## config.mk

```make
export PLATFORM = sky130hd
export DESIGN_NAME = lzm_free_find
export DESIGN_NICKNAME = d
export VERILOG_FILES = /design/src/lzm_pkg.sv /design/src/lzm_free_find.sv
export SDC_FILE = /design/constraint.sdc
export NUM_CORES = 1
export LEC_CHECK = 0
export BUFFER_PORTS_ARGS = -buffer_cell sky130_fd_sc_hd__buf_4
export CAP_MARGIN = 20
export CORE_MARGIN = 5
export CORE_UTILIZATION = 35
export CTS_CLUSTER_SIZE = 16
export DETAILED_ROUTE_END_ITERATION = 7
export HOLD_SLACK_MARGIN = 0.12
export PLACE_DENSITY = 0.65
export SYNTH_ARGS = -nofsm -noshare
export SYNTH_HDL_FRONTEND = slang
export SYNTH_SLANG_ARGS = --single-unit
export TNS_END_PERCENT = 1
```

## constraint.sdc

```tcl
create_clock -name i_clk -period 5.54 [get_ports i_clk]
set_input_delay 0.554 -clock i_clk [delete_from_list [all_inputs] [get_ports i_clk]]
set_output_delay 0.554 -clock i_clk [all_outputs]
set_load 0.005 [all_outputs]
```

## src/lzm_pkg.sv

```systemverilog
package lzm_pkg;

    // number of layers and stack positions
    localparam int NUM_LAYERS = 256;
    localparam int ID_W       = (NUM_LAYERS > 1) ? $clog2(NUM_LAYERS) : 1;

    // free-layer search runs over groups of sixteen in-use marks
    localparam int GRP_SIZE  = 16;
    localparam int GRP_W     = 4;
    localparam int NUM_GRP   = (NUM_LAYERS + GRP_SIZE - 1) / GRP_SIZE;
    localparam int GRP_SEL_W = (NUM_GRP > 1) ? $clog2(NUM_GRP) : 1;

    // hidden height / empty stack
    localparam logic signed [8:0] HEIGHT_NONE = -9'sd1;
    localparam logic signed [9:0] POS_NONE    = -10'sd1;

    typedef enum logic [1:0] {
        OP_ALLOC   = 2'd0,
        OP_SET     = 2'd1,
        OP_RELEASE = 2'd2
    } t_op;

    typedef enum logic [1:0] {
        STS_OK       = 2'd0,
        STS_NO_FREE  = 2'd1,
        STS_NOT_USED = 2'd2
    } t_status;

    typedef enum logic [1:0] {
        S_IDLE,
        S_LOOK,
        S_PLAN,
        S_APPLY
    } t_state;

    // broadcast to every stack cell
    typedef struct packed {
        logic              apply;
        logic              from_left;
        logic signed [9:0] lo;
        logic signed [9:0] hi;
        logic              load;
        logic [7:0]        load_pos;
        logic [7:0]        load_id;
    } t_cell_ctrl;

endpackage

```

## src/lzm_free_find.sv

```systemverilog
module lzm_free_find (
    input  logic                           i_clk,
    input  logic [lzm_pkg::NUM_LAYERS-1:0] i_in_use,
    output logic                           o_any,
    output logic [7:0]                     o_id
);

    logic                         r_grp_any [lzm_pkg::NUM_GRP];
    logic [lzm_pkg::GRP_W-1:0]    r_grp_idx [lzm_pkg::NUM_GRP];
    logic                         n_grp_any [lzm_pkg::NUM_GRP];
    logic [lzm_pkg::GRP_W-1:0]    n_grp_idx [lzm_pkg::NUM_GRP];
    logic [lzm_pkg::GRP_SEL_W-1:0] w_sel;

    // first stage: lowest free mark inside each group
    always_comb begin
        int idx;
        for (int g = 0; g < lzm_pkg::NUM_GRP; g++) begin
            n_grp_any[g] = 1'b0;
            n_grp_idx[g] = '0;
            for (int b = lzm_pkg::GRP_SIZE - 1; b >= 0; b--) begin
                idx = g * lzm_pkg::GRP_SIZE + b;
                if (idx < lzm_pkg::NUM_LAYERS) begin
                    if (!i_in_use[idx]) begin
                        n_grp_any[g] = 1'b1;
                        n_grp_idx[g] = lzm_pkg::GRP_W'(b);
                    end
                end
            end
        end
    end

    always_ff @(posedge i_clk) begin
        for (int g = 0; g < lzm_pkg::NUM_GRP; g++) begin
            r_grp_any[g] <= n_grp_any[g];
            r_grp_idx[g] <= n_grp_idx[g];
        end
    end

    // second stage: lowest group with a free mark
    always_comb begin
        o_any = 1'b0;
        w_sel = '0;
        for (int g = lzm_pkg::NUM_GRP - 1; g >= 0; g--) begin
            if (r_grp_any[g]) begin
                o_any = 1'b1;
                w_sel = lzm_pkg::GRP_SEL_W'(g);
            end
        end
    end

    assign o_id = 8'({w_sel, r_grp_idx[w_sel]});

endmodule

```

Yosys cells after proc, flatten, opt, wreduce, memory -nomap -nowiden
Memories as Yosys holds them, arrays and structs flattened.
Index checks and enable logic that the tools add are counted.
Widths: inputs -> output; s select.
Word-level totals
  memories: 2
  bits in read-only memories: 0
  bits in registers: 0
  bits in writable memories: 80
  bits of input ports: 257
  bits in latches: 0
  output and inout bits: 9
Memories
  r_grp_idx: depth 16, width 4, rd ports 1, clocked after Yosys merged registers in 0, write ports 16, RTL line lzm_free_find.sv:9  | logic [lzm_pkg::GRP_W-1:0] r_grp_idx [lzm_pkg::NUM_GRP];
  r_grp_any: depth 16, width 1, rd ports 16, clocked after Yosys merged registers in 0, write ports 16, RTL line lzm_free_find.sv:8  | logic r_grp_any [lzm_pkg::NUM_GRP];
Cells by class
  magnitude comparators: 0
  mux-type cells: 544
  reductions and logical operators: 0
  divide/modulo/power cells: 0
  multipliers: 0
  bitwise logic cells: 0
  shifts and indexed selects: 0
  equal/unequal tests: 0
  add/subtract/negate cells: 0
Operators by type and width (count)
  $mux 4: 272
  $mux 1: 272

Depth between registers and ports, before layout
An unclocked memory read counts as a cell.
  depth in word-level cells: 17
  depth in mapped cells: 8

Least setup slack after synthesis
No wires, ideal clock.
  kind: reg-to-output
  start: mem r_grp_any[4][0], in the netlist r_grp_any[0][4]
  end: out o_id[2]
  slack: 3308 ps
  arrival: 1678 ps
  stages on the path, launching flop included: 9
  path through: dfxtp_1 -> nor3_2 -> o21ai_2 -> a211oi_2 -> nor2_8 -> buf_8 -> mux2i_1 -> a22o_1 -> nor3_1
RTL lines
  start: declaration: RTL line lzm_free_find.sv:8
  end: declaration: RTL line lzm_free_find.sv:5  | output logic [7:0] o_id

==> impl_metrics.env <==
export IMPL_status="finished, final reports clean"
export IMPL_ys_ff_latch=80
export IMPL_cts_resized=0
export IMPL_rsz0062_at_grt="no"
export IMPL_ys_seq_area_frac=0.329
export IMPL_peakVddDrop_mv=0.199
export IMPL_rows=43
export IMPL_cts_tree="built"
export IMPL_antenna_cells=0
export IMPL_path_max_fanout=15
export IMPL_ctsHoldBuffers=0
export IMPL_startpoint="r_grp_any[1][2]"
export IMPL_arrival_ns=2.54
export IMPL_nets=1202
export IMPL_cp_end_kind="output pin"
export IMPL_critPathLaunchType="flip-flop"
export IMPL_postRouteAntennaNets=0
export IMPL_die_h_um=128
export IMPL_leakage_uw=0.00352
export IMPL_yosysWarnings=0
export IMPL_drc=0
export IMPL_drive_gt1_frac=0.326
export IMPL_grt_pass1_wl_um=24800
export IMPL_syn_inst=672
export IMPL_p_sw_frac=0.234
export IMPL_holdWs_ns=0.417
export IMPL_tightest_slew_ns=0.623
export IMPL_dp_cells=1114
export IMPL_vias=5740
export IMPL_ctsLongestPathBuffers=2
export IMPL_hold_viol=0
export IMPL_avgSynthCellArea_sq_um=7.25
export IMPL_crit_type="flip-flop to output pin"
export IMPL_cts_sinks=80
export IMPL_p_sw_uw=353
export IMPL_antenna_found_initial=0
export IMPL_wl_met2_um=7980
export IMPL_hpwlAfterDp_um=13900
export IMPL_gp_congestion=0.864
export IMPL_core_area_sq_um=13800
export IMPL_grt_usage=0.185
export IMPL_wl_met3_um=1190
export IMPL_setup_viol=0
export IMPL_via_per_inst=5.08
export IMPL_power_density_nw_per_um2=205
export IMPL_syn_to_final_growth_pct=50.8
export IMPL_maxCapViolations=0
export IMPL_pwr_share_comb=0.191
export IMPL_overflow=0
export IMPL_holdCritPathClass="primary input to flip-flop"
export IMPL_cts_root_buffer="clkbuf_16"
export IMPL_p_int_uw=1150
export IMPL_relSlewSlack=0.581
export IMPL_die_x_um=128
export IMPL_drtIter0Drc=192
export IMPL_io_buffer_count=265
export IMPL_wire_per_inst_um=14.2
export IMPL_wirelength_um=16000
export IMPL_io_pins=266
export IMPL_fin_cells=1129
export IMPL_start_util=0.354
export IMPL_dr_pass1_iters=4
export IMPL_power_frac_clock=0.409
export IMPL_fin_crit_sh=0.558
export IMPL_grt_max_degree=26
export IMPL_highest_layer="met4"
export IMPL_synth_area_sq_um=4870
export IMPL_path_clk_slew_ns=0.06
export IMPL_htree_levels=3
export IMPL_post_synth_num_cell_types=34
export IMPL_grt_pass1_vias=5538
export IMPL_worst_ep_required_time_ns=4.99
export IMPL_syn_num_nets=929
export IMPL_fmax_mhz=324
export IMPL_tns_ns=0
export IMPL_fp_dieArea_sq_um=16400
export IMPL_slew_viol_final=0
export IMPL_power_share_sequential=0.400
export IMPL_cts_buffers=9
export IMPL_period_minus_slack_ns=3.09
export IMPL_m1WireLength_um=6610
export IMPL_min_delay_start="i_in_use[82]"
export IMPL_cts_setup_buffers=0
[worst paths after layout]
path / cells after the start / end
worst max-delay path: 8 / o_id[0]
worst min-delay path: 2 / r_grp_idx[5][1]
[worst max-delay path, stage by stage, from the launching register on]
cell	delay [ns]
dfxtp_1	0.33
nor2_1	0.21
o311ai_2	0.19
a21oi_4	0.54
mux2i_1	0.18
mux2i_1	0.16
o22ai_1	0.14
a2111oi_2	0.26
buf_4	0.18
[registers in the layout (all words and copies together), names as in the netlist]
register / count
r_grp_any: 16
r_grp_idx: 64
[power by group through the flow]
stage                     clock [uW]  sequential [uW]  combinational [uW]
after floorplan                    0              610                89.2
after global placement             0              617                 284
after detailed placement           0              616                 287
after CTS                        623              604                 288
after global routing             653              604                 321
final                            617              603                 287
[logic make-up after synthesis]
family	share of synthesized area
AOI/OAI and AO/OA	0.269
buffers and inverters	0.0511
DFF	0.329
muxes	0.0760
and+or+nand+nor	0.275
[metrics by stage]
stage | util | worst slack [ns] | power [uW] | area, sq um
finish | 0.534 | 2.45 | 1510 | 7350
global route | 0.534 | 2.30 | 1580 | 7350
global placement | 0.511 | 2.89 | 901 | 7040
floorplan | - | 3.31 | 699 | 4870
CTS | 0.534 | 2.45 | 1510 | 7350
detailed placement | 0.511 | 2.83 | 903 | 7040
[Yosys cell counts (all sizes together)]
master,number,area share
nor4,2,0.0026
nand3,17,0.017
a211oi,1,0.0026
a22o,7,0.013
o311a,1,0.0044
mux2i,37,0.076
a22oi,2,0.0041
o21ai,67,0.070
inv,53,0.041
nand2,122,0.094
a21oi,39,0.042
dfxtp,80,0.33
o22ai,4,0.0064
a31oi,48,0.062
nand2b,1,0.0013
a21bo,16,0.033
o311ai,1,0.0033
a2111oi,1,0.0031
nor3,37,0.042
o211ai,16,0.025
a21boi,1,0.0015
buf,3,0.010
nand4,48,0.062
nor2,67,0.055
nor2b,1,0.0013
[cell usage in the layout (no fill, tap or decap), drive strengths merged, types with 2 or more instances in the layout]
master | synthesis | final
buf | 3 | 265
bufinv | 0 | 2
a21oi | 39 | 39
mux2i | 37 | 37
inv | 53 | 53
nand3 | 17 | 17
nor2 | 67 | 67
nor3 | 37 | 37
o21ai | 67 | 67
a31oi | 48 | 48
clkinv | 0 | 3
nand2 | 122 | 122
a22oi | 2 | 2
o22ai | 4 | 4
o211ai | 16 | 16
dfxtp | 80 | 80
a21bo | 16 | 16
nand4 | 48 | 48
nor4 | 2 | 2
clkbuf | 0 | 10
a22o | 7 | 7
[per-layer routing]
| layer | track usage | vias to the layer above |
|---|---|---|
| li1 | - | 3005 |
| met1 | 0.213 | 2529 |
| met2 | 0.334 | 185 |
| met3 | 0.0579 | 21 |
| met4 | 0.0387 | 0 |
| met5 | 0 | - |
[area by class of cell]
type	count	area, sq um
Clock buffer	10	229
Clock inverter	5	82.6
Fill cell	1398	6420
Inverter	53	199
Multi-Input combinational cell	536	3020
Sequential cell	80	1600
Tap cell	180	225
Timing Repair Buffer	265	1990
(Power assumes the default switching activity.)
