===== config.mk =====
export PLATFORM = sky130hd
export DESIGN_NAME = lzm_cell
export DESIGN_NICKNAME = d
export VERILOG_FILES = /design/src/lzm_pkg.sv /design/src/lzm_cell.sv
export SDC_FILE = /design/constraint.sdc
export NUM_CORES = 1
export LEC_CHECK = 0
export BUFFER_PORTS_ARGS = -buffer_cell sky130_fd_sc_hd__buf_2
export CAP_MARGIN = 40
export CORE_MARGIN = 10
export CORE_UTILIZATION = 44
export CTS_CLUSTER_DIAMETER = 200
export CTS_CLUSTER_SIZE = 10
export DETAILED_ROUTE_END_ITERATION = 8
export PLACE_DENSITY = 0.88
export SYNTH_ARGS = -nofsm -noshare
export SYNTH_HDL_FRONTEND = slang
export SYNTH_SLANG_ARGS = --single-unit
export TNS_END_PERCENT = 50

===== constraint.sdc =====
create_clock -name i_clk -period 4.5 [get_ports i_clk]
set_input_delay 0.225 -clock i_clk [delete_from_list [all_inputs] [get_ports i_clk]]
set_output_delay 0.225 -clock i_clk [all_outputs]
set_load 0.05 [all_outputs]

===== src/lzm_pkg.sv =====
package lzm_pkg;

    // number of layers and stack positions
    localparam int NUM_LAYERS = 256;
    localparam int ID_W       = (NUM_LAYERS > 1) ? $clog2(NUM_LAYERS) : 1;

    // free-layer search runs over groups of sixteen in-use marks
    localparam int GRP_SIZE  = 16;
    localparam int GRP_W     = 4;
    localparam int NUM_GRP   = (NUM_LAYERS + GRP_SIZE - 1) / GRP_SIZE;
    localparam int GRP_SEL_W = (NUM_GRP > 1) ? $clog2(NUM_GRP) : 1;

    // hidden height / empty stack
    localparam logic signed [8:0] HEIGHT_NONE = -9'sd1;
    localparam logic signed [9:0] POS_NONE    = -10'sd1;

    typedef enum logic [1:0] {
        OP_ALLOC   = 2'd0,
        OP_SET     = 2'd1,
        OP_RELEASE = 2'd2
    } t_op;

    typedef enum logic [1:0] {
        STS_OK       = 2'd0,
        STS_NO_FREE  = 2'd1,
        STS_NOT_USED = 2'd2
    } t_status;

    typedef enum logic [1:0] {
        S_IDLE,
        S_LOOK,
        S_PLAN,
        S_APPLY
    } t_state;

    // broadcast to every stack cell
    typedef struct packed {
        logic              apply;
        logic              from_left;
        logic signed [9:0] lo;
        logic signed [9:0] hi;
        logic              load;
        logic [7:0]        load_pos;
        logic [7:0]        load_id;
    } t_cell_ctrl;

endpackage


===== src/lzm_cell.sv =====
module lzm_cell (
    input  logic                   i_clk,
    input  logic [7:0]             i_pos,
    input  lzm_pkg::t_cell_ctrl    i_ctrl,
    input  logic [7:0]             i_left,
    input  logic [7:0]             i_right,
    input  logic signed [8:0]      i_top,
    input  logic [7:0]             i_key,
    output logic [7:0]             o_id,
    output logic                   o_match
);

    logic [7:0]        r_id;
    logic [7:0]        n_id;
    logic signed [9:0] w_pos;
    logic signed [9:0] w_top;
    logic              w_in_range;

    assign w_pos      = $signed({2'b00, i_pos});
    assign w_top      = $signed({i_top[8], i_top});
    assign w_in_range = (w_pos >= i_ctrl.lo) && (w_pos <= i_ctrl.hi);

    always_comb begin
        n_id = r_id;
        if (i_ctrl.apply) begin
            if (i_ctrl.load && (i_pos == i_ctrl.load_pos)) begin
                n_id = i_ctrl.load_id;
            end else if (w_in_range) begin
                n_id = i_ctrl.from_left ? i_left : i_right;
            end
        end
    end

    always_ff @(posedge i_clk) begin
        r_id <= n_id;
    end

    // only positions at or below top hold a shown layer
    assign o_id    = r_id;
    assign o_match = (w_pos <= w_top) && (r_id == i_key);

endmodule


# Word-level counts from Yosys, hierarchy flattened
# Index checks and enable logic that the tools add are counted.
dict set report word_totals {
  ff_bits 8
  output_inout_bits 9
  wordCells 14
}
dict set report classes {
  n_lt_le_gt_ge 3
  n_eq_ne 2
  mux 3
  n_reduce_logical 5
}
# cell count
set ops {}
lappend ops {{$mux W8} 3}
lappend ops {{$eq A8 B8 Y1} 2}
lappend ops {{$ge A9 B10 Y1} 1}
lappend ops {{$le A9 B10 Y1} 1}
lappend ops {{$le A9 B9 Y1} 1}
lappend ops {{$logic_and A1 B1 Y1} 3}
lappend ops {{$reduce_and A2 Y1} 1}
lappend ops {{$reduce_bool A2 Y1} 1}

# Logic depth before layout (Yosys ltp)
# Gate-level depths: netlist (run 1).
dict set report depth {
  ltp_word 4
  ltp_mapped 7
  depth_no_buf 7
}

# Worst setup path after synthesis (run 1)
# OpenSTA, ideal clock, no wires.
dict set report synth_timing {
  path_type {reg2out}
  start {register r_id[1], in the netlist o_id[1]}
  end {output o_match}
  t_arrival_ns 2.716
  required_ns 4.275
  setup_slack_ns 1.559
  stages_incl_launch_ff 5
  path_buffers 0
  cell_sequence {edfxtp_1 > xor2_1 > nor4_1 > nand4_1 > nor4_1}
}
dict set report synth_via {
  elab_chain_cells 2
}
# element line_no
set synth_rtl {}
lappend synth_rtl {{start, declared} lzm_cell.sv:13} ;# logic [7:0] r_id;
lappend synth_rtl {{start signal, assigned} lzm_cell.sv:35} ;# r_id <= n_id;
lappend synth_rtl {{$eq A8 B8 Y1} lzm_cell.sv:40} ;# assign o_match = (w_pos <= w_top) && (r_id == i_key);
lappend synth_rtl {{$logic_and A1 B1 Y1} lzm_cell.sv:40}
lappend synth_rtl {{end, declared} lzm_cell.sv:10} ;# output logic o_match
# Every way passes these cells.

# Worst setup path after layout (run 1)
dict set report layout_timing {
  start {register r_id[0], in the netlist o_id[0]}
  end {output o_match}
}
# Same word-level chain as after synthesis.

==> impl_metrics.csv, run 1 <==
group,metric,value,unit
run_status,status,"finished clean",
clock_tree,cts-root-buf,"clkbuf_4",
floorplan,rows,19,
setup_path,cp_cell_sequence,"xor2_1, nor4_1, nand4_1, nor4_1, buf_2",
clock_tree,htree_levels,1,
setup_path,path_max_fanout,2,
placed_design,io_buffers,89,
sta,setup_viol,0,
synthesis,synth_top_family_by_area,"adder cells",
synthesis,synthAdderAreaFrac,0.242,
grt,grt_pass1_wl,5.94,mm
setup_path,worstPathRequired,4.28,ns
clock_tree,cts_max_path_buffers,2,
setup_path,cp.arrival,1.75,ns
clock_tree,cts_tree,"built",
synthesis,synthCells,133,
worst_hold_path,hp-class,"input pin to flop",
clock_tree,post_cts_buffers,0,
pwr,irDropWorstVdd,0.207,mV
pwr,p_switching,108,µW
clock_tree,cts_made_buffers,3,
placed_design,dp_hpwl,3.56,mm
pwr,p_comb_frac,0.506,
synthesis,synth_nets,238,
pwr,power_density,175,nW/µm²
synthesis,synthSimpleGateAreaFrac,0.0909,
grt,antenna_found_initial,0,
run,max_cap_viol_count,0,
synthesis,synth.area.mux_share,0.154,
routing,wl_met3,249,µm
routing,drt_iter0_drc,29,
synthesis,synth_top_cell_by_area,"ha_1",
synthesis,synth_compound_area_frac,0.127,
synthesis,yosysWarningCount,0,
synthesis,syn_area_per_cell,9.31,µm²
synthesis,synthDistinctLibCells,31,
synthesis,synth-edff-count,8,
synthesis,ys_async_sr_fraction,0,
clock_tree,clk_pin_slew,0.05,ns
cells_and_area,finalNetCount,330,
cells_and_area,final_cells,254,
cells_and_area,layout-drive-gt1-share,0.489,
synthesis,synth_top_area_share,0.242,
grt,track_usage,0.135,
setup_path,worstSetupStartpointType,"flop",
sta,max_freq,506,MHz
synthesis,synth.top_cells.by_count,"ha_1 (24), inv_1 (22), mux2_2 (16)",
floorplan,ioPinCount,90,
routing,wire_per_inst,15.3,µm
sta,period_minus_slack,1.98,ns
routing,maxUsedRoutingLayer,"met4",
routing,drtPass1Iterations,4,
floorplan,start_util,0.453,
synthesis,synth_area,1240,µm²
clock_tree,clock_sinks,8,
sta,hold_slack,0.283,ns
pwr,p_leak,0.939,nW
pwr,fin_total_pwr,302,µW
synthesis,yosys.area_share.xor_xnor,0.113,
sta,worst_pin_slew,0.358,ns
routing,dr_wl_met2,2.21,mm
routing,route.layer.met1.wl,1.36,mm
cells_and_area,largest_register_ffs,8,
routing,drc,0,
routing,totalWireLength,3.88,mm
setup_path,end_kind,"output port",
pwr,power_switching_share,0.356,
pwr,pwr-share-clk,0.178,
synthesis,yosysSeqAreaShare,0.194,
clock_tree,cts_resized,0,
sta,drv_slew,0,
grt,grt_overflow,0,
synthesis,synth-seq-cells,8,
pwr,p_seq_frac,0.316,
routing,num_vias,1293,
setup_path,slowest_stage,"edfxtp_1",
sta,tns,0,ns
routing,ant_nets,0,
floorplan,die-height,73.1,µm
placed_design,dp.cells,251,
clock_tree,hold_buffers,0,
setup_path,cp_common_cell,"nor4_1",
grt,grt_max_degree,10,
setup_path,cp_slowest_stage_delay,0.41,ns
setup_path,path_class,"flop to output port",
sta,min_period_over_period,0.439,
synthesis,ys.flop_type,"edfxtp_1",
grt,grt_pass1_vias,1379,
pwr,p_int,194,µW
floorplan,dieArea,5340,µm²
routing,viasPerCell,5.09,
sta,slew-limit-headroom,0.755,
sta,grt_setup_unrepaired,"false",
cells_and_area,area_growth,39.7,%
floorplan,coreArea,2730,µm²
placed_design,place_congestion,0.856,
cells_and_area,antennaDiodeCount,0,
floorplan,die_w,73.1,µm
synthesis,yosysMostFrequentCell,"ha_1",
synthesis,synthTopCellsByArea,"ha_1 (24%), edfxtp_1 (19%), mux2_2 (15%), inv_1 (6.7%), xnor2_1 (5.7%)",
sta,hold_violations,0,
per-stage QoR:
stage	setup slack [ns]	utilization	instance area (µm²)
CTS	2.48	0.633	1730
global placement	2.54	0.625	1710
floorplan	1.56	-	1240
detailed placement	2.48	0.625	1710
finish	2.52	0.633	1730
global route	2.39	0.633	1730
kinds of logic (layout without fill, tap and decap cells):
group,after synthesis,count (layout)
XOR/XNOR,16,16
adder cells (fa/ha/maj),24,24
multiplexers,17,17
AND/OR/NAND/NOR,22,22
AO/OA/AOI/OAI,22,22
flip-flops,8,8
buffers and inverters,24,114
power by group through the flow:
stage | clock network [mW] | logic (mW) | registers [mW]
floorplan | 0 | 0.0688 | 0.121
global placement | 0 | 0.150 | 0.0967
detailed placement | 0 | 0.153 | 0.0972
CTS | 0.0542 | 0.154 | 0.0957
global route | 0.0575 | 0.170 | 0.0965
finish | 0.0538 | 0.153 | 0.0956
critical path: cells and delay by family (launching register included):
| family | cells | cell delay, ns |
|---|---|---|
| buf+inv | 1 | 0.31 |
| simple gates | 3 | 0.64 |
| xor+xnor | 1 | 0.16 |
| flops | 1 | 0.41 |
cells in the final DEF, fill, tap and decap left out:
| cell type | instances |
|---|---|
| nor2b_1 | 1 |
| o21ba_2 | 1 |
| a31oi_1 | 1 |
| nor3_1 | 1 |
| a21o_1 | 1 |
| nand4_1 | 4 |
| mux2_2 | 16 |
| a21oi_1 | 4 |
| nand3_1 | 3 |
| o22ai_1 | 1 |
| xnor2_1 | 8 |
| nand2_1 | 4 |
| a211o_1 | 1 |
| o21a_1 | 5 |
| xor2_1 | 8 |
| o211ai_1 | 2 |
| nor4_1 | 3 |
| nor2_1 | 4 |
| nand2b_1 | 1 |
| and3_1 | 1 |
| a2111oi_0 | 1 |
| mux2i_1 | 1 |
| a41o_1 | 1 |
| edfxtp_1 | 8 |
| a211oi_1 | 2 |
| clkbuf_4 | 3 |
| inv_1 | 22 |
| ha_1 | 24 |
| o21ai_0 | 1 |
| a22oi_1 | 1 |
| buf_2 | 89 |
routing by layer:
metal	global-route usage	vias to the layer above
met5	0	-
met4	0.0359	0
met3	0.0354	4
met2	0.265	34
met1	0.133	596
li1	-	659
final timing paths:
path	start	to	slack, ns	cells after the start
worst max-delay path	o_id[0]$_DFFE_PP_	o_match	2.52	5
worst min-delay path	i_ctrl[7]	o_id[7]$_DFFE_PP_	0.28	2
cell type report:
class	count	area (µm²)
well taps	31	38.8
fillers	253	1000
multi-input cells	101	901
inverters	22	82.6
repair buffers	89	445
flip-flops and latches	8	240
clock buffers	3	22.5
(Power assumes the default switching activity.)
==> run 2: changes to the inputs <==
- ABC_AREA: default -> 1
- PLACE_DENSITY: 0.88 -> 0.84
- clock period: 4.5 -> 2.06 ns (I/O delays scaled with it)
==> run 2 against run 1 <==
Against the previous run:
- synthesized area grew 19%
- clock-buffer cell count unchanged
- largest cell class unchanged
- cell count rose by 40%
- flip-flop and latch count is the same
- via count grew 25%
- non-clock buffer count is the same
==> impl_metrics.csv, run 2 <==
group,metric,value,unit
run_status,status,"finished clean",
synthesis,synth_nets,325,
worst_hold_path,hold_end,"o_id[5]$_DFFE_PP_",
synthesis,synth.top_cells.by_count,"nand2_1 (68), inv_1 (47), ha_1 (24), nor2_1 (14)",
sta,max_freq,629,MHz
grt,antenna_found_initial,0,
routing,drtPass1Iterations,4,
grt,grt_pass1_wl,7.27,mm
setup_path,end_kind,"flop",
placed_design,dp_hpwl,4.01,mm
placed_design,dp.cells,352,
synthesis,synthDistinctLibCells,26,
routing,wire_per_inst,12.1,µm
placed_design,io_buffers,89,
grt,grt_max_degree,10,
clock_tree,post_cts_buffers,0,
clock_tree,cts_resized,0,
setup_path,cp.arrival,1.48,ns
cells_and_area,fin_util,0.636,
setup_path,worstPathRequired,1.95,ns
worst_hold_path,min_from,"i_ctrl[5]",
grt,track_usage,0.140,
cells_and_area,finalNetCount,418,
routing,totalWireLength,4.31,mm
floorplan,die_w,77.8,µm
clock_tree,cts_max_path_buffers,2,
setup_path,path_max_fanout,8,
placed_design,place_ws,0.188,ns
cells_and_area,final_cells,355,
setup_path,path_class,"input pin to flop",
setup_path,cp_slowest_stage_delay,0.38,ns
routing,num_vias,1619,
routing,ant_nets,0,
clock_tree,clk_pin_slew,0.05,ns
setup_path,worstSetupStartpointType,"input pin",
synthesis,yosysWarningCount,0,
sta,worst_pin_slew,0.446,ns
sta,setup_viol,0,
worst_hold_path,hold_path_depth,3,
synthesis,yosysMostFrequentCell,"nand2_1",
synthesis,synth_top_cell_by_area,"ha_1",
synthesis,synth-edff-count,8,
cells_and_area,mostFrequentLayoutCell,"buf_2",
setup_path,slowest_stage,"a21oi_2",
clock_tree,cts-root-buf,"clkbuf_4",
floorplan,die-height,77.8,µm
synthesis,ys.flop_type,"edfxtp_1",
routing,drt_iter0_drc,53,
pwr,power_density,326,nW/µm²
cells_and_area,layout_common_cells,"buf_2 (89), nand2_1 (68), inv_1 (47), ha_1 (24), nor2_1 (14)",
clock_tree,cts_tree,"built",
cells_and_area,area_growth,35.3,%
floorplan,coreArea,3130,µm²
setup_path,cp_cell_sequence,"buf_2, ha_1, nand2_1, nor2_1, a21boi_1, nor2_1, nand2_1, nand2_1, a21oi_2",
sta,setup_ws,0.469,ns
floorplan,ioPinCount,90,
sta,slew-limit-headroom,0.703,
sta,period_minus_slack,1.59,ns
routing,drc,0,
placed_design,placed_area,1970,µm²
clock_tree,htree_levels,1,
cells_and_area,layout-drive-gt1-share,0.367,
grt,grt_pass1_vias,1750,
synthesis,ys_async_sr_fraction,0,
synthesis,yosysSeqAreaShare,0.163,
pwr,p_leak,1.24,nW
cells_and_area,antennaDiodeCount,0,
setup_path,cp_common_cell,"nand2_1",
floorplan,dieArea,6050,µm²
routing,viasPerCell,4.56,
synthesis,synthTopCellsByArea,"ha_1 (20%), nand2_1 (17%), edfxtp_1 (16%), inv_1 (12%), mux2_2 (6.1%)",
cells_and_area,num-fill-cells,307,
sta,drv_slew,0,
placed_design,place_congestion,0.850,
synthesis,synthCells,220,
floorplan,rows,20,
synthesis,synth-seq-cells,8,
synthesis,synth_area,1470,µm²
sta,tns,0,ns
worst_hold_path,hp-class,"input pin to flop",
run,max_cap_viol_count,0,
clock_tree,hold_buffers,0,
clock_tree,clock_sinks,8,
sta,hold_violations,0,
synthesis,synth_top_area_share,0.204,
pwr,irDropWorstVdd,0.133,mV
sta,min_period_over_period,0.772,
sta,grt_setup_unrepaired,"false",
grt,grt_overflow,0,
clock_tree,cts_made_buffers,3,
pwr,fin_total_pwr,649,µW
floorplan,start_util,0.470,
synthesis,syn_area_per_cell,6.68,µm²
sta,hold_slack,0.132,ns
cells_and_area,final_area,1990,µm²
cells_and_area,largest_register_ffs,8,
==> run 2: cell count changes after synthesis, moves of 4 or more <==
cell / delta
nand2_1: +64
xor2_1: -5
xnor2_1: -4
inv_2: +5
inv_1: +25
mux2_2: -8
o21a_1: -5
nor2_1: +10
==> run 2: where the power goes <==
part / internal, mW / switching (mW)
Clock: 0.0663 / 0.0475
Sequential: 0.194 / 0.00686
Combinational: 0.149 / 0.185
==> run 2: worst max-delay path, delay by kind of cell <==
kind | cells | cell delay [ns]
simple gates | 5 | 0.37
fa+ha+maj | 1 | 0.30
compound gates | 2 | 0.56
buf+inv | 1 | 0.13
==> run 2: cell families (layout without fill, tap and decap cells) <==
kind of cell / count (synthesis) / count (layout) / share of synthesized area
multiplexers: 8 / 8 / 0.0613
adder cells (fa/ha/maj): 24 / 24 / 0.204
flip-flops: 8 / 8 / 0.163
buffers and inverters: 54 / 145 / 0.141
AO/OA/AOI/OAI: 15 / 15 / 0.0604
XOR/XNOR: 7 / 7 / 0.0417
AND/OR/NAND/NOR: 104 / 104 / 0.328
==> run 2: layer usage <==
metal,up-vias,global-route usage,share of wire
li1,870,-,-
met1,693,0.154,0.42
met2,50,0.260,0.51
met3,6,0.0276,0.060
met4,0,0.0420,0.013
met5,-,0,0
==> run 2: layout make-up <==
| cell class | instances | area, µm² | share of cell area |
|---|---|---|---|
| clock buffers | 3 | 22.5 | 0.0113 |
| well taps | 44 | 55.1 | 0.0277 |
| multi-input cells | 158 | 1020 | 0.514 |
| flip-flops and latches | 8 | 240 | 0.121 |
| repair buffers | 89 | 445 | 0.224 |
| inverters | 53 | 204 | 0.103 |
==> run 2: worst max path at each step <==
| stage | slack [ns] | start | cells after the start | endpoint |
|---|---|---|---|---|
| detailed placement | 0.19 | i_pos[7] | 9 | o_id[5]$_DFFE_PP_ |
| floorplan | 0.08 | o_id[2]$_DFFE_PP_ | 4 | o_match |
| CTS | 0.45 | i_pos[7] | 9 | o_id[5]$_DFFE_PP_ |
| global placement | 0.25 | i_pos[7] | 9 | o_id[5]$_DFFE_PP_ |
| finish | 0.47 | i_pos[7] | 9 | o_id[4]$_DFFE_PP_ |
| global route | 0.28 | i_pos[7] | 9 | o_id[2]$_DFFE_PP_ |
==> run 3: changes to the inputs <==
- ABC_AREA: 1 -> 0
- CORE_UTILIZATION: 44 -> 41
- PLACE_DENSITY: 0.84 -> 0.83
- clock period: 2.06 -> 1.5 ns (I/O delays scaled with it)
==> run 3 against run 2 <==
Against the previous run:
- the flow now finishes with violations (negative setup slack)
- wire length down 0.60%
- cell count down 25%
- global-route usage up 1.1 points
- critical endpoint is now o_match
- largest power group unchanged
- highest routed layer unchanged
==> impl_metrics.csv, run 3 (same netlist as run 1, synthesis figures left out) <==
group,metric,value,unit
routing,wire_per_inst,16.0,µm
cells_and_area,area_growth,58.1,%
cells_and_area,final_cells,267,
pwr,p_leak,1.02,nW
floorplan,rows,19,
routing,viasPerCell,5.15,
cells_and_area,layout_common_cells,"buf_2 (87), inv_1 (22), ha_1 (21), mux2_2 (16), buf_4 (12)",
setup_path,slowest_stage,"edfxtp_1",
sta,hold_slack,0.115,ns
cells_and_area,layout-drive-gt1-share,0.576,
sta,hold_violations,0,
clock_tree,clock_sinks,8,
routing,drc,0,
routing,dr_wl_met2,1.86,mm
cells_and_area,finalNetCount,343,
pwr,irDropWorstVdd,0.402,mV
setup_path,path_max_fanout,2,
clock_tree,cts_max_path_buffers,2,
routing,maxUsedRoutingLayer,"met4",
clock_tree,clk_pin_slew,0.05,ns
cells_and_area,fin_util,0.692,
floorplan,coreArea,2830,µm²
grt,track_usage,0.151,
sta,grt_setup_unrepaired,"true",
setup_path,worstSetupStartpointType,"flop",
sta,setup_ws,-0.333,ns
cells_and_area,mostFrequentLayoutCell,"buf_2",
floorplan,dieArea,5620,µm²
grt,grt_overflow,0,
clock_tree,cts_tree,"built",
sta,drv_slew,0,
placed_design,dp_hpwl,3.77,mm
pwr,power_density,504,nW/µm²
placed_design,dp.cells,264,
sta,slew-limit-headroom,0.734,
setup_path,worstPathRequired,1.42,ns
grt,antenna_found_initial,0,
placed_design,place_ws,-0.263,ns
cells_and_area,multi_input_area,1010,µm²
clock_tree,post_cts_buffers,0,
grt,grt_max_degree,10,
sta,worst_pin_slew,0.389,ns
setup_path,cp_cell_sequence,"xor2_1, nor4_2, nand4_1, nor4_4, buf_6",
placed_design,io_buffers,89,
floorplan,die-height,75.0,µm
cells_and_area,regArea,240,µm²
setup_path,cp.arrival,1.76,ns
run_status,status,"finished, violations left",
cells_and_area,final_area,1960,µm²
grt,grt_pass1_wl,6.76,mm
sta,max_freq,546,MHz
routing,drt_iter0_drc,30,
routing,route.layer.met1.wl,1.62,mm
floorplan,ioPinCount,90,
floorplan,start_util,0.438,
run,max_cap_viol_count,0,
worst_hold_path,hold_path_depth,2,
routing,ant_nets,0,
clock_tree,htree_levels,1,
setup_path,cp_slowest_stage_delay,0.40,ns
worst_hold_path,hp-class,"input pin to flop",
routing,drtPass1Iterations,6,
setup_path,path_class,"flop to output port",
clock_tree,cts-root-buf,"clkbuf_4",
grt,grt_pass1_vias,1573,
routing,num_vias,1376,
sta,setup_viol,1,
routing,wl_met3,764,µm
sta,min_period_over_period,1.22,
sta,period_minus_slack,1.83,ns
clock_tree,cts_made_buffers,3,
setup_path,end_kind,"output port",
cells_and_area,num-fill-cells,221,
routing,totalWireLength,4.29,mm
cells_and_area,antennaDiodeCount,0,
placed_design,place_congestion,0.916,
cells_and_area,largest_register_ffs,8,
run_status,violations,"negative setup slack",
placed_design,placed_area,1830,µm²
floorplan,die_w,75.0,µm
-- run 3: timing repair --
| action | in CTS | in global routing |
|---|---|---|
| hold buffers | 0 | 0 |
| endpoints found under the setup margin | 7 | 17 |
| pin swaps | 0 | 3 |
| resized for setup | 4 | 13 |
-- run 3: worst paths after layout --
check	to	from
worst min-delay path	o_id[7]$_DFFE_PP_	i_ctrl[7]
worst max-delay path	o_match	o_id[1]$_DFFE_PP_
-- run 3: per-stage QoR --
| step | power [mW] | setup TNS, ns |
|---|---|---|
| 6_report | 0.988 | -0.333 |
| 5_1_grt | 1.07 | -0.512 |
| 4_1_cts | 0.965 | -0.384 |
| 3_5_place_dp | 0.787 | -4.09 |
| 3_3_place_gp | 0.776 | -4.28 |
| 2_1_floorplan | 0.574 | -0.458 |
-- run 3: routing by layer --
layer	global-route usage	vias to the layer above
li1	-	686
met1	0.150	604
met2	0.254	82
met3	0.0972	4
met4	0.0462	0
met5	0	-
-- run 3: layout make-up --
| class | count | area share |
|---|---|---|
| Clock buffer | 3 | 0.0115 |
| Inverter | 22 | 0.0422 |
| Multi-Input combinational cell | 101 | 0.516 |
| Sequential cell | 8 | 0.123 |
| Tap cell | 31 | 0.0198 |
| Timing Repair Buffer | 102 | 0.288 |
-- run 3: worst max-delay path, delay by kind of cell (launching register included) --
family	cells	cell delay, ns
and+or+nand+nor	3	0.74
DFF	1	0.40
buffers and inverters	1	0.19
xor gates and xnor gates	1	0.17
-- run 3: where the power goes --
part / switching [mW] / internal [mW]
clock network: 0.0790 / 0.0919
registers: 0.0133 / 0.274
logic: 0.270 / 0.260
